### src/rtl/brb_pkg.sv
// ----------------------------------------------------------------------------
// brb_pkg
// Shared widths, command codes and controller/datapath signal groups for the
// byte ring buffer.
// ----------------------------------------------------------------------------
package brb_pkg;

  localparam int DATA_W = 8;
  localparam int CNT_W  = 10;
  localparam int SIZE_W = 10;
  localparam int CMD_W  = 3;

  // largest usable capacity the size register can name
  localparam int MAX_SIZE     = (1 << SIZE_W) - 1;
  localparam int DEF_CAPACITY = 1023;

  localparam logic [SIZE_W-1:0] SIZE_RESET = SIZE_W'(MAX_SIZE);

  localparam logic [CMD_W-1:0] CMD_PUSH      = 3'd0;
  localparam logic [CMD_W-1:0] CMD_POP       = 3'd1;
  localparam logic [CMD_W-1:0] CMD_PEEK      = 3'd2;
  localparam logic [CMD_W-1:0] CMD_CLEAR     = 3'd3;
  localparam logic [CMD_W-1:0] CMD_WR_AHEAD  = 3'd4;
  localparam logic [CMD_W-1:0] CMD_ADV_WRITE = 3'd5;
  localparam logic [CMD_W-1:0] CMD_ADV_READ  = 3'd6;

  // controller to datapath
  typedef struct packed {
    logic load_in;    // capture the accepted command beat
    logic exec;       // apply the command: store access and index update
    logic stat_load;  // load the result register
    logic cfg_write;  // take a new size, empty the buffer
  } brb_cmd_t;

  // datapath to controller
  typedef struct packed {
    logic out_free;   // result register empty or being taken this cycle
  } brb_stat_t;

endpackage

### src/rtl/brb_ctrl.sv
// ----------------------------------------------------------------------------
// brb_ctrl
// Command sequencer: accept, execute, then hand the result to the output
// register.
// ----------------------------------------------------------------------------
module brb_ctrl
  import brb_pkg::*;
(
  input  logic      clk,
  input  logic      rst,
  input  logic      in_valid,
  output logic      in_ready,
  input  logic      cfg_valid,
  output logic      cfg_ready,
  input  brb_stat_t stat,
  output brb_cmd_t  cmd
);

  localparam logic [1:0] S_IDLE = 2'd0;
  localparam logic [1:0] S_EXEC = 2'd1;
  localparam logic [1:0] S_STAT = 2'd2;

  logic [1:0] state;
  logic [1:0] state_next;

  always_ff @(posedge clk) begin
    if (rst) begin
      state <= S_IDLE;
    end else begin
      state <= state_next;
    end
  end

  always_comb begin
    state_next = state;
    cmd        = '0;
    in_ready   = 1'b0;
    cfg_ready  = 1'b0;
    unique case (state)
      S_IDLE: begin
        in_ready      = 1'b1;
        cfg_ready     = 1'b1;
        cmd.cfg_write = cfg_valid;
        if (in_valid) begin
          cmd.load_in = 1'b1;
          state_next  = S_EXEC;
        end
      end
      S_EXEC: begin
        cmd.exec   = 1'b1;
        state_next = S_STAT;
      end
      S_STAT: begin
        // wait for room in the result register
        if (stat.out_free) begin
          cmd.stat_load = 1'b1;
          state_next    = S_IDLE;
        end
      end
      default: begin
        state_next = S_IDLE;
      end
    endcase
  end

endmodule

### config.mk
export PLATFORM = sky130hd
export DESIGN_NAME = brb_ctrl
export DESIGN_NICKNAME = d
export VERILOG_FILES = /design/src/rtl/brb_pkg.sv /design/src/rtl/brb_ctrl.sv
export SDC_FILE = /design/constraint.sdc
export NUM_CORES = 1
export LEC_CHECK = 0
export BUFFER_PORTS_ARGS = -buffer_cell sky130_fd_sc_hd__buf_2
export CORE_AREA = 2 2 39 41
export DETAILED_ROUTE_END_ITERATION = 8
export DIE_AREA = 0 0 41 43
export GPL_TIMING_DRIVEN = 0
export PLACE_DENSITY_LB_ADDON = 0.12
export SETUP_SLACK_MARGIN = 0.1
export SYNTH_ARGS = -nofsm -noshare
export SYNTH_HDL_FRONTEND = slang
export SYNTH_SLANG_ARGS = --single-unit
### constraint.sdc
create_clock -name clk -period 0.9 [get_ports clk]
set_input_delay 0.135 -clock clk [delete_from_list [all_inputs] [get_ports clk]]
set_output_delay 0.135 -clock clk [all_outputs]
set_load 0.1 [all_outputs]
# Word-level counts from Yosys, hierarchy flattened
# Index checks and enable logic that the tools add are counted.
# totals
reg_bits	2
latch_bits	0
ram_bits	0
mem_bits_ro	0
out_inout_bits	6
memories	0
# op_classes
add_sub_neg	0
mul	0
n_div	0
n_lt_le_gt_ge	0
eq_ne	4
shift	0
muxes	10
n_bitwise	0
n_reduce_logical	2
# ops
operator	n
$mux 1	7
$pmux 2 s3	1
$mux 2	2
$ne 2x2->1 const B	2
$eq 2x1->1 const B	1
$eq 2x2->1 const B	1
$logic_not 2->1	1
$reduce_and 2->1	1

# Longest topological paths before layout
# Gate-level depths: netlist (run 1).
# logic_depth
ltp_word	3
mapped_depth	2
ltp_nobuf	2

# Worst setup path before layout (run 1)
# OpenSTA, ideal clock, no wires.
# synth_timing
path_type	register to output
from	register state[1]
to	output cmd[0] (netlist bit)
t_arrival_ns	2.569
slack_ns	-1.804
stages_incl_launch_ff	3
cell_sequence	dfxtp_1 nor2_1 and2_1
# synth_lines
element	line_no	text
start, declared	brb_ctrl.sv:23	logic [1:0] state;
start signal, assigned	brb_ctrl.sv:30	state <= state_next;
end, declared	brb_ctrl.sv:16	output brb_cmd_t cmd

==> results of run 1 <==
## critical path: cells and delay by family, from the launching register on
kind                   cells  cell delay, ns
buffers and inverters      1            0.16
flip-flops                 1            0.34
AND/OR/NAND/NOR            2            0.29
## worst max path at each step
stage | startpoint | to | slack [ns] | cells after the start
floorplan | state[0]$_SDFFE_PP0P_ | cmd[0] | -0.55 | 2
global placement | state[0]$_SDFFE_PP0P_ | cmd[0] | -0.24 | 3
detailed placement | state[0]$_SDFFE_PP0P_ | cmd[0] | -0.25 | 3
CTS | state[0]$_SDFFE_PP0P_ | cmd[0] | -0.27 | 3
global route | state[0]$_SDFFE_PP0P_ | cmd[3] | -0.31 | 3
finish | state[0]$_SDFFE_PP0P_ | cmd[0] | -0.25 | 3
## timing repair
item,4_1_cts,5_1_grt
setup buffers,1,0
endpoints found under the setup margin,7,8
gates resized for setup,25,0
## routing by layer
layer  global-route usage, %  routed length (um)
met4                   8.000                   0
met2                   5.625                 171
met1                   5.732                 137
met5                       0                   0
met3                   3.141                  16
## layout make-up
| type | instances | area [um^2] | area share (%) |
|---|---|---|---|
| Timing Repair Buffer | 11 | 147.6 | 45.91 |
| Buffer | 1 | 7.507 | 2.335 |
| Sequential cell | 2 | 45.04 | 14.01 |
| Multi-Input combinational cell | 8 | 78.83 | 24.51 |
| Clock buffer | 3 | 22.52 | 7.004 |
| Tap cell | 16 | 20.02 | 6.226 |
## cells by family (layout without fill, tap and decap cells)
group           Yosys count  count (layout)  share of synthesized area (%)
flops                     2               2                          38.10
buf+inv                   1              15                          7.146
compound gates            1               1                          9.524
simple gates              7               7                          45.24
## through the flow
step	cell area, um^2	instances	power (uW)	hold slack, ns	utilization (%)
floorplan	128.9	11	304.7	0.2049	-
global placement	198.9	37	335.2	0.3064	14.38
detailed placement	198.9	37	336.6	0.3138	14.38
CTS	321.6	41	633.8	0.07439	23.24
global route	321.6	41	648.1	0.08171	23.24
finish	321.6	41	615.5	0.08087	23.24
## where the power goes
group | internal, uW | leakage (uW) | switching (uW)
clock | 147 | 0.0000138 | 49.5
sequential | 94.5 | 0.0000175 | 10.3
combinational | 122 | 0.000118 | 192
## placed cells by master (no fill, tap or decap)
master / synthesis / layout
clkbuf_4: 0 / 3
o21ba_1: 1 / 1
nor3b_1: 1 / 1
dfxtp_4: 0 / 1
dfxtp_2: 0 / 1
nor4b_1: 1 / 1
buf_12: 0 / 6
nor2_4: 0 / 1
buf_2: 0 / 4
buf_4: 1 / 2
and2_4: 0 / 2
nor2b_4: 0 / 1
and3b_2: 0 / 1
==> run metrics, run 1 <==
RSZ-0062 raised after global routing yes; Post-CTS Hold Fix Bufs 0; DR vias ~120; number of global-route vias before repair between 100 and 150; r2r worst-path depth 2; fillers between 150 and 200; Yosys top cell area share a little under two fifths; hold endpoint state[0]$_SDFFE_PP0P_; Total Nets Final 32; Critical R2R Launch state[1]$_SDFFE_PP0P_; GRT Total Usage ~5.4%; maximum level of the CTS H-tree 1; Num CTS Buffers 3; Worst-path clk slew about 0.030 ns; FF-to-FF End state[1]$_SDFFE_PP0P_; library cells used by synthesis 9; crit end category output pin; Max Clk Rate slightly below 900 MHz; Top reg by flops state; leakage 0.0001494 uW; Placer Congestion 0.5546; vias per cell about 3; biggest regs state (2); # rows 14; number of synthesized register bits 2; Hold Crit Depth 2; Hold Crit Class primary input to flip-flop; Setup WS post-layout -0.2518 ns; fin crit share 128.0%; CP arrival 1.02 ns; Die Span X between 40 and 50 um; initial antenna violation count 0; crit-path max FO 5; # DRC 0; starting density of the core ~7.6%; Worst-Skew Late Latency 0.22 ns; worst clock skew roughly 0.00036 ns; Post-synth top flop dfxtp_1; number of DRC markers in iteration 0 0; Power per Cell Area between 1500 and 2000 nW/um^2; first-pass GRT wire length 558 um; post-synth top area cell dfxtp_1; fraction of layout instances using a drive strength above 1 between 80 and 90%; TritonCTS clock tree yes; Routed WL approximately 330 um; max reg flops 2; ant diodes 0; synthesis-to-layout area growth 206.0%; clk buf depth 2; mapped cell area between 100 and 150 um^2; most common library cells after synthesis and2_1, dfxtp_1; min-delay src rst; sequential area share after synthesis 38.10%; Post-Route Setup TNS -1.366 ns; final setup vio count 6; crit-path cells nor2_4 > and2_4 > buf_12; drt first pass iters 1; crit path kind flip-flop to output pin; Rel. slew slack between 80 and 90%; Critical-path top delay cell dfxtp_2; Gate Count Post-Synth 11; crit path time final approximately 1.2 ns; crit start category flip-flop; flop2flop setup slack 0.09 ns; Worst EP required roughly 0.76 ns; IO Pins 11; Final Hold Fails 0; die area 1763 um^2; pre-CTS WS -0.2507 ns; Synth async-reset ratio 0%; DR WL/cell approximately 7.9 um; status complete, but fails checks; Post-synth EDFFs 0; core area about 1400 um^2; port bufs 10; post-route ant nets 0; Die H roughly 43 um; Yosys warning count 0; largest net degree at the start of global routing 6; actual transition at the worst max-transition pin around 0.23 ns; VDD IR max 822.8 uV; violated checks setup timing; grt ovf 0; Final Slew Violations 0; CP max stage delay around 0.34 ns; max_cap viols 0; Root Driver clkbuf_4; syn nets 16; clk sinks 2; leading post-synthesis cells by cell area dfxtp_1, and2_1, o21ba_1; Avg Cell Area, Syn 9.555 um^2
Note: power is estimated with default switching activity, not from simulation.
==> inputs of run 2 (changes only) <==
--- a/config.mk
+++ b/config.mk
@@ -6,6 +6,8 @@
 export NUM_CORES = 1
 export LEC_CHECK = 0
 export BUFFER_PORTS_ARGS = -buffer_cell sky130_fd_sc_hd__buf_2
+export CELL_PAD_IN_SITES_DETAIL_PLACEMENT = 1
+export CELL_PAD_IN_SITES_GLOBAL_PLACEMENT = 2
 export CORE_AREA = 2 2 39 41
 export DETAILED_ROUTE_END_ITERATION = 8
 export DIE_AREA = 0 0 41 43
==> run metrics, run 2 (synthesis gave the netlist of run 1 again) <==
status complete, but fails checks; violated checks setup timing; clk buf depth 2; hold endpoint state[0]$_SDFFE_PP0P_; DR vias 122; Pint approximately 350 uW; # rows 14; Die Span X slightly above 40 um; worst clock skew about 0.00049 ns; Routed WL around 340 um; Sw Pwr between 200 and 300 uW; max reg flops 2; Num CTS Buffers 3; initial antenna violation count 0; Hold Crit Class primary input to flip-flop; grt ovf 0; TritonCTS clock tree yes; actual transition at the worst max-transition pin ~0.28 ns; Area after DPL slightly below 200 um^2; WP depth 3; die area approximately 1800 um^2; Die H between 40 and 50 um; Worst EP required 0.76 ns; Placer Congestion around 0.56; Clock power frac approximately 33%; highest-count cells in the layout ignoring fill and taps buf_12, buf_2, buf_4, clkbuf_4, and2_4; RSZ-0062 raised after global routing yes; Worst-path clk slew 0.03 ns; crit-path cells nor2_4 > and2_4 > buf_12; crit end category output pin; largest net degree at the start of global routing 6; sw frac 41.81%; biggest regs state (2); Worst-Skew Late Latency about 0.22 ns; VDD IR max around 550 uV; crit start category flip-flop; crit path kind flip-flop to output pin; Final Slew Violations 0; most common cell after layout, fill and taps aside buf_12; IO Pins 11; number of global-route vias before repair ~130; Hold Crit Depth 2; Seq pwr share between 10% and 20%; leakage ~0.00014 uW; core area 1384 um^2; CP arrival 1.02 ns; fraction of layout instances using a drive strength above 1 88.00%; number of DRC markers in iteration 0 0; Max Clk Rate 863.9 MHz; post-layout util between 20% and 30%; port bufs 10; Critical-path top delay cell dfxtp_2; final setup vio count 6; crit path time final ~1.2 ns; Root Driver clkbuf_4; Post-DP HPWL approximately 260 um; first-pass GRT wire length between 500 and 600 um; r2r worst-path depth 3; Power per Cell Area roughly 1900 nW/um^2; Critical path buffers and inverters 1; drt first pass iters 1; Total Nets Final 32; CP max stage delay between 0.3 and 0.4 ns; design area just over 300 um^2; ant diodes 0; Multi-input gate area between 70 and 80 um^2; min-delay src rst; Top reg by flops state; maximum level of the CTS H-tree 1; GRT Total Usage under 10%; Setup WS post-layout -0.2575 ns; Final Hold Fails 0; cell family with most CP delay flip-flops; fin crit share 128.6%; Critical R2R Launch state[0]$_SDFFE_PP0P_; FF-to-FF End state[1]$_SDFFE_PP0P_; Sequential Area around 45 um^2; max_cap viols 0; DR WL/cell slightly above 8 um; post-route ant nets 0; crit-path max FO 5; flop2flop setup slack around 0.040 ns; Comb pwr share between 40% and 50%; Rel. slew slack roughly four fifths; fillers 157; synthesis-to-layout area growth 194.0%; # DRC 0; starting density of the core under 10%; vias per cell between 2 and 3; clk sinks 2
run 2: cell counts in the layout (fill, tap and decap cells not counted):
No cell type changed its count.
run 2: per-layer routing:
| metal | vias up | share of wire, % | track usage, % |
|---|---|---|---|
| met5 | - | 0 | 0 |
| met4 | 0 | 0 | 8.000 |
| met3 | 0 | 8.2 | 2.094 |
| met2 | 4 | 55 | 6.563 |
| met1 | 52 | 36 | 4.792 |
| li1 | 66 | - | - |
run 2: power by group through the flow:
stage / clock (uW) / sequential, uW / combinational (uW)
after global routing: 223 / 107 / 306
after global placement: 0 / 108 / 228
final: 198 / 105 / 299
after CTS: 215 / 105 / 301
after detailed placement: 0 / 108 / 229
after floorplan: 0 / 106 / 199
run 2: cell type report:
type | count | share of cell area, %
Buffer | 1 | 2.429
Sequential cell | 2 | 14.57
Tap cell | 16 | 6.478
Timing Repair Buffer | 11 | 43.72
Clock buffer | 3 | 7.287
Multi-Input combinational cell | 8 | 25.51
run 2: timing repair:
action	CTS	global route
setup endpoints to repair	7	8
hold buffers	0	0
setup buffers	1	0
pin swaps	0	0
gates resized for setup	22	0
run 2: worst max-delay path by stage:
stage	from	endpoint	slack, ns
after floorplan	state[0]$_SDFFE_PP0P_	cmd[0]	-0.55
after global placement	state[0]$_SDFFE_PP0P_	cmd[0]	-0.25
after detailed placement	state[0]$_SDFFE_PP0P_	cmd[0]	-0.25
after CTS	state[0]$_SDFFE_PP0P_	cmd[3]	-0.28
after global routing	state[0]$_SDFFE_PP0P_	cmd[0]	-0.30
final	state[0]$_SDFFE_PP0P_	cmd[3]	-0.26
run 2: per-stage QoR:
step / TNS (ns) / power, uW / hold slack, ns / cells / worst slack [ns]
2_1_floorplan: -2.190 / 304.7 / 0.2049 / 11 / -0.5490
3_3_place_gp: -1.273 / 336.3 / 0.3103 / 37 / -0.2485
3_5_place_dp: -1.304 / 337.5 / 0.3166 / 37 / -0.2529
4_1_cts: -1.528 / 621.3 / 0.07480 / 41 / -0.2761
5_1_grt: -1.678 / 635.2 / 0.08416 / 41 / -0.3017
6_report: -1.410 / 601.4 / 0.07977 / 41 / -0.2575
run 2: worst reg2reg max path, delay by kind of cell (launching register included):
kind | cells | cell delay (ns)
buffers and inverters | 1 | 0.12
flip-flops | 1 | 0.34
AO/OA/AOI/OAI | 1 | 0.15
AND/OR/NAND/NOR | 1 | 0.14
==> inputs of run 3 (changes only) <==
--- a/config.mk
+++ b/config.mk
@@ -13,6 +13,7 @@
 export DIE_AREA = 0 0 41 43
 export GPL_TIMING_DRIVEN = 0
 export PLACE_DENSITY_LB_ADDON = 0.12
+export REMOVE_ABC_BUFFERS = 1
 export SETUP_SLACK_MARGIN = 0.1
 export SYNTH_ARGS = -nofsm -noshare
 export SYNTH_HDL_FRONTEND = slang
==> run metrics, run 3 (synthesis gave the netlist of run 1 again) <==
number of DRC markers in iteration 0 1; Critical-path top delay cell dfxtp_2; Worst-path clk slew 0.03 ns; drt first pass iters 3; crit-path cells nor2_4 > and2_4 > buf_12; leakage 0.0001494 uW; IO Pins 11; highest-count cells in the layout ignoring fill and taps buf_12, buf_2, clkbuf_4, and2_4, buf_4; die area about 1800 um^2; maximum level of the CTS H-tree 1; Critical path buffers and inverters 1; worst clock skew around 0.004 ns; crit end category output pin; fin crit share 128.6%; Rel. slew slack a little under nine tenths; crit start category flip-flop; Worst EP required ~0.76 ns; Total Nets Final 32; Hold Crit Class primary input to flip-flop; clk buf depth 2; VDD IR max about 780 uV; vias per cell 3.049; Top reg by flops state; DR WL/cell between 8 and 9 um; Post-DP HPWL ~250 um; port bufs 10; Post-CTS Hold Fix Bufs 0; Worst-Skew Late Latency roughly 0.23 ns; max reg flops 2; fraction of layout instances using a drive strength above 1 between 80 and 90%; crit path kind flip-flop to output pin; actual transition at the worst max-transition pin 0.2098 ns; Hold Crit Depth 2; initial antenna violation count 0; clk sinks 2; DR vias roughly 130; WP depth 3; Pwr Total slightly above 600 uW; Root Driver clkbuf_4; Setup WS post-layout -0.2574 ns; crit path time final 1.157 ns; Num CTS Buffers 3; Min Hold Slack 0.07617 ns; number of global-route vias before repair approximately 130; CP max stage delay 0.34 ns; synthesis-to-layout area growth 206.0%; CP arrival 1.02 ns; core area 1384 um^2; TritonCTS clock tree yes; Routed WL 360 um; grt ovf 0; largest net degree at the start of global routing 6; GRT Total Usage about 5%; post-route ant nets 0; most common cell after layout, fill and taps aside buf_12; fillers roughly 160; # rows 14; Power per Cell Area around 1900 nW/um^2; RSZ-0062 raised after global routing yes; Placer Congestion 0.5653; Area after DPL ~170 um^2; crit-path max FO 5; # DRC 0; ant diodes 0; r2r worst-path depth 2; Final Slew Violations 0; final setup vio count 6; final std cells w/o fill between 40 and 50; Die H roughly 43 um; cell family with most CP delay flip-flops; Die Span X around 41 um; biggest regs state (2); placed insts 36; status complete, but fails checks; max_cap viols 0; starting density of the core under 10%; Max Clk Rate just under 900 MHz; first-pass GRT wire length around 540 um; Final Hold Fails 0; design area around 320 um^2; violated checks setup timing
[run 3: cell counts in the layout (fill, tap and decap cells not counted)]
Identical to the previous run, type by type.
[run 3: path summary, 6_finish.rpt]
kind | start | to | slack (ns)
worst max-delay path | state[0]$_SDFFE_PP0P_ | cmd[0] | -0.26
worst max register to register | state[1]$_SDFFE_PP0P_ | state[1]$_SDFFE_PP0P_ | 0.12
worst min-delay path | rst | state[0]$_SDFFE_PP0P_ | 0.08
worst min register to register | state[1]$_SDFFE_PP0P_ | state[0]$_SDFFE_PP0P_ | 0.47
[run 3: layout make-up]
type / instances / area, um^2 / area share, %
multi-input combinational: 8 / 78.83 / 24.51
timing repair buffer: 12 / 155.1 / 48.25
clock buffer: 3 / 22.52 / 7.004
sequential: 2 / 45.04 / 14.01
tap: 16 / 20.02 / 6.226
[run 3: repair_timing]
action	CTS	global route
setup endpoints to repair	7	7
pin swaps	2	0
buffers inserted	1	1
hold endpoints to repair	0	0
resized for setup	30	4
[run 3: worst reg2reg max path: cells and delay by family, from the launching register on]
kind	cells	cell delay, ns
flops	1	0.38
compound gates	1	0.14
simple gates	1	0.20
[run 3: stage by stage]
step | setup slack (ns) | util (%) | setup TNS [ns]
2_1_floorplan | -3.069 | - | -12.82
3_3_place_gp | -0.3150 | 12.12 | -1.494
3_5_place_dp | -0.3365 | 12.12 | -1.593
4_1_cts | -0.2721 | 21.43 | -1.541
5_1_grt | -0.2981 | 23.24 | -1.654
6_report | -0.2574 | 23.24 | -1.404
[run 3: report_power, final]
group          internal (uW)  total, uW  switching [uW]
registers               94.5        105            10.3
logic                    122        316             194
clock network            147        200            52.8
[run 3: per-layer routing]
layer	share of wire, %	up-vias	global-route usage [%]
met5	0	-	0
met3	8.9	0	6.283
met1	42	54	4.792
li1	-	66	-
met4	0	0	0
met2	49	5	6.875
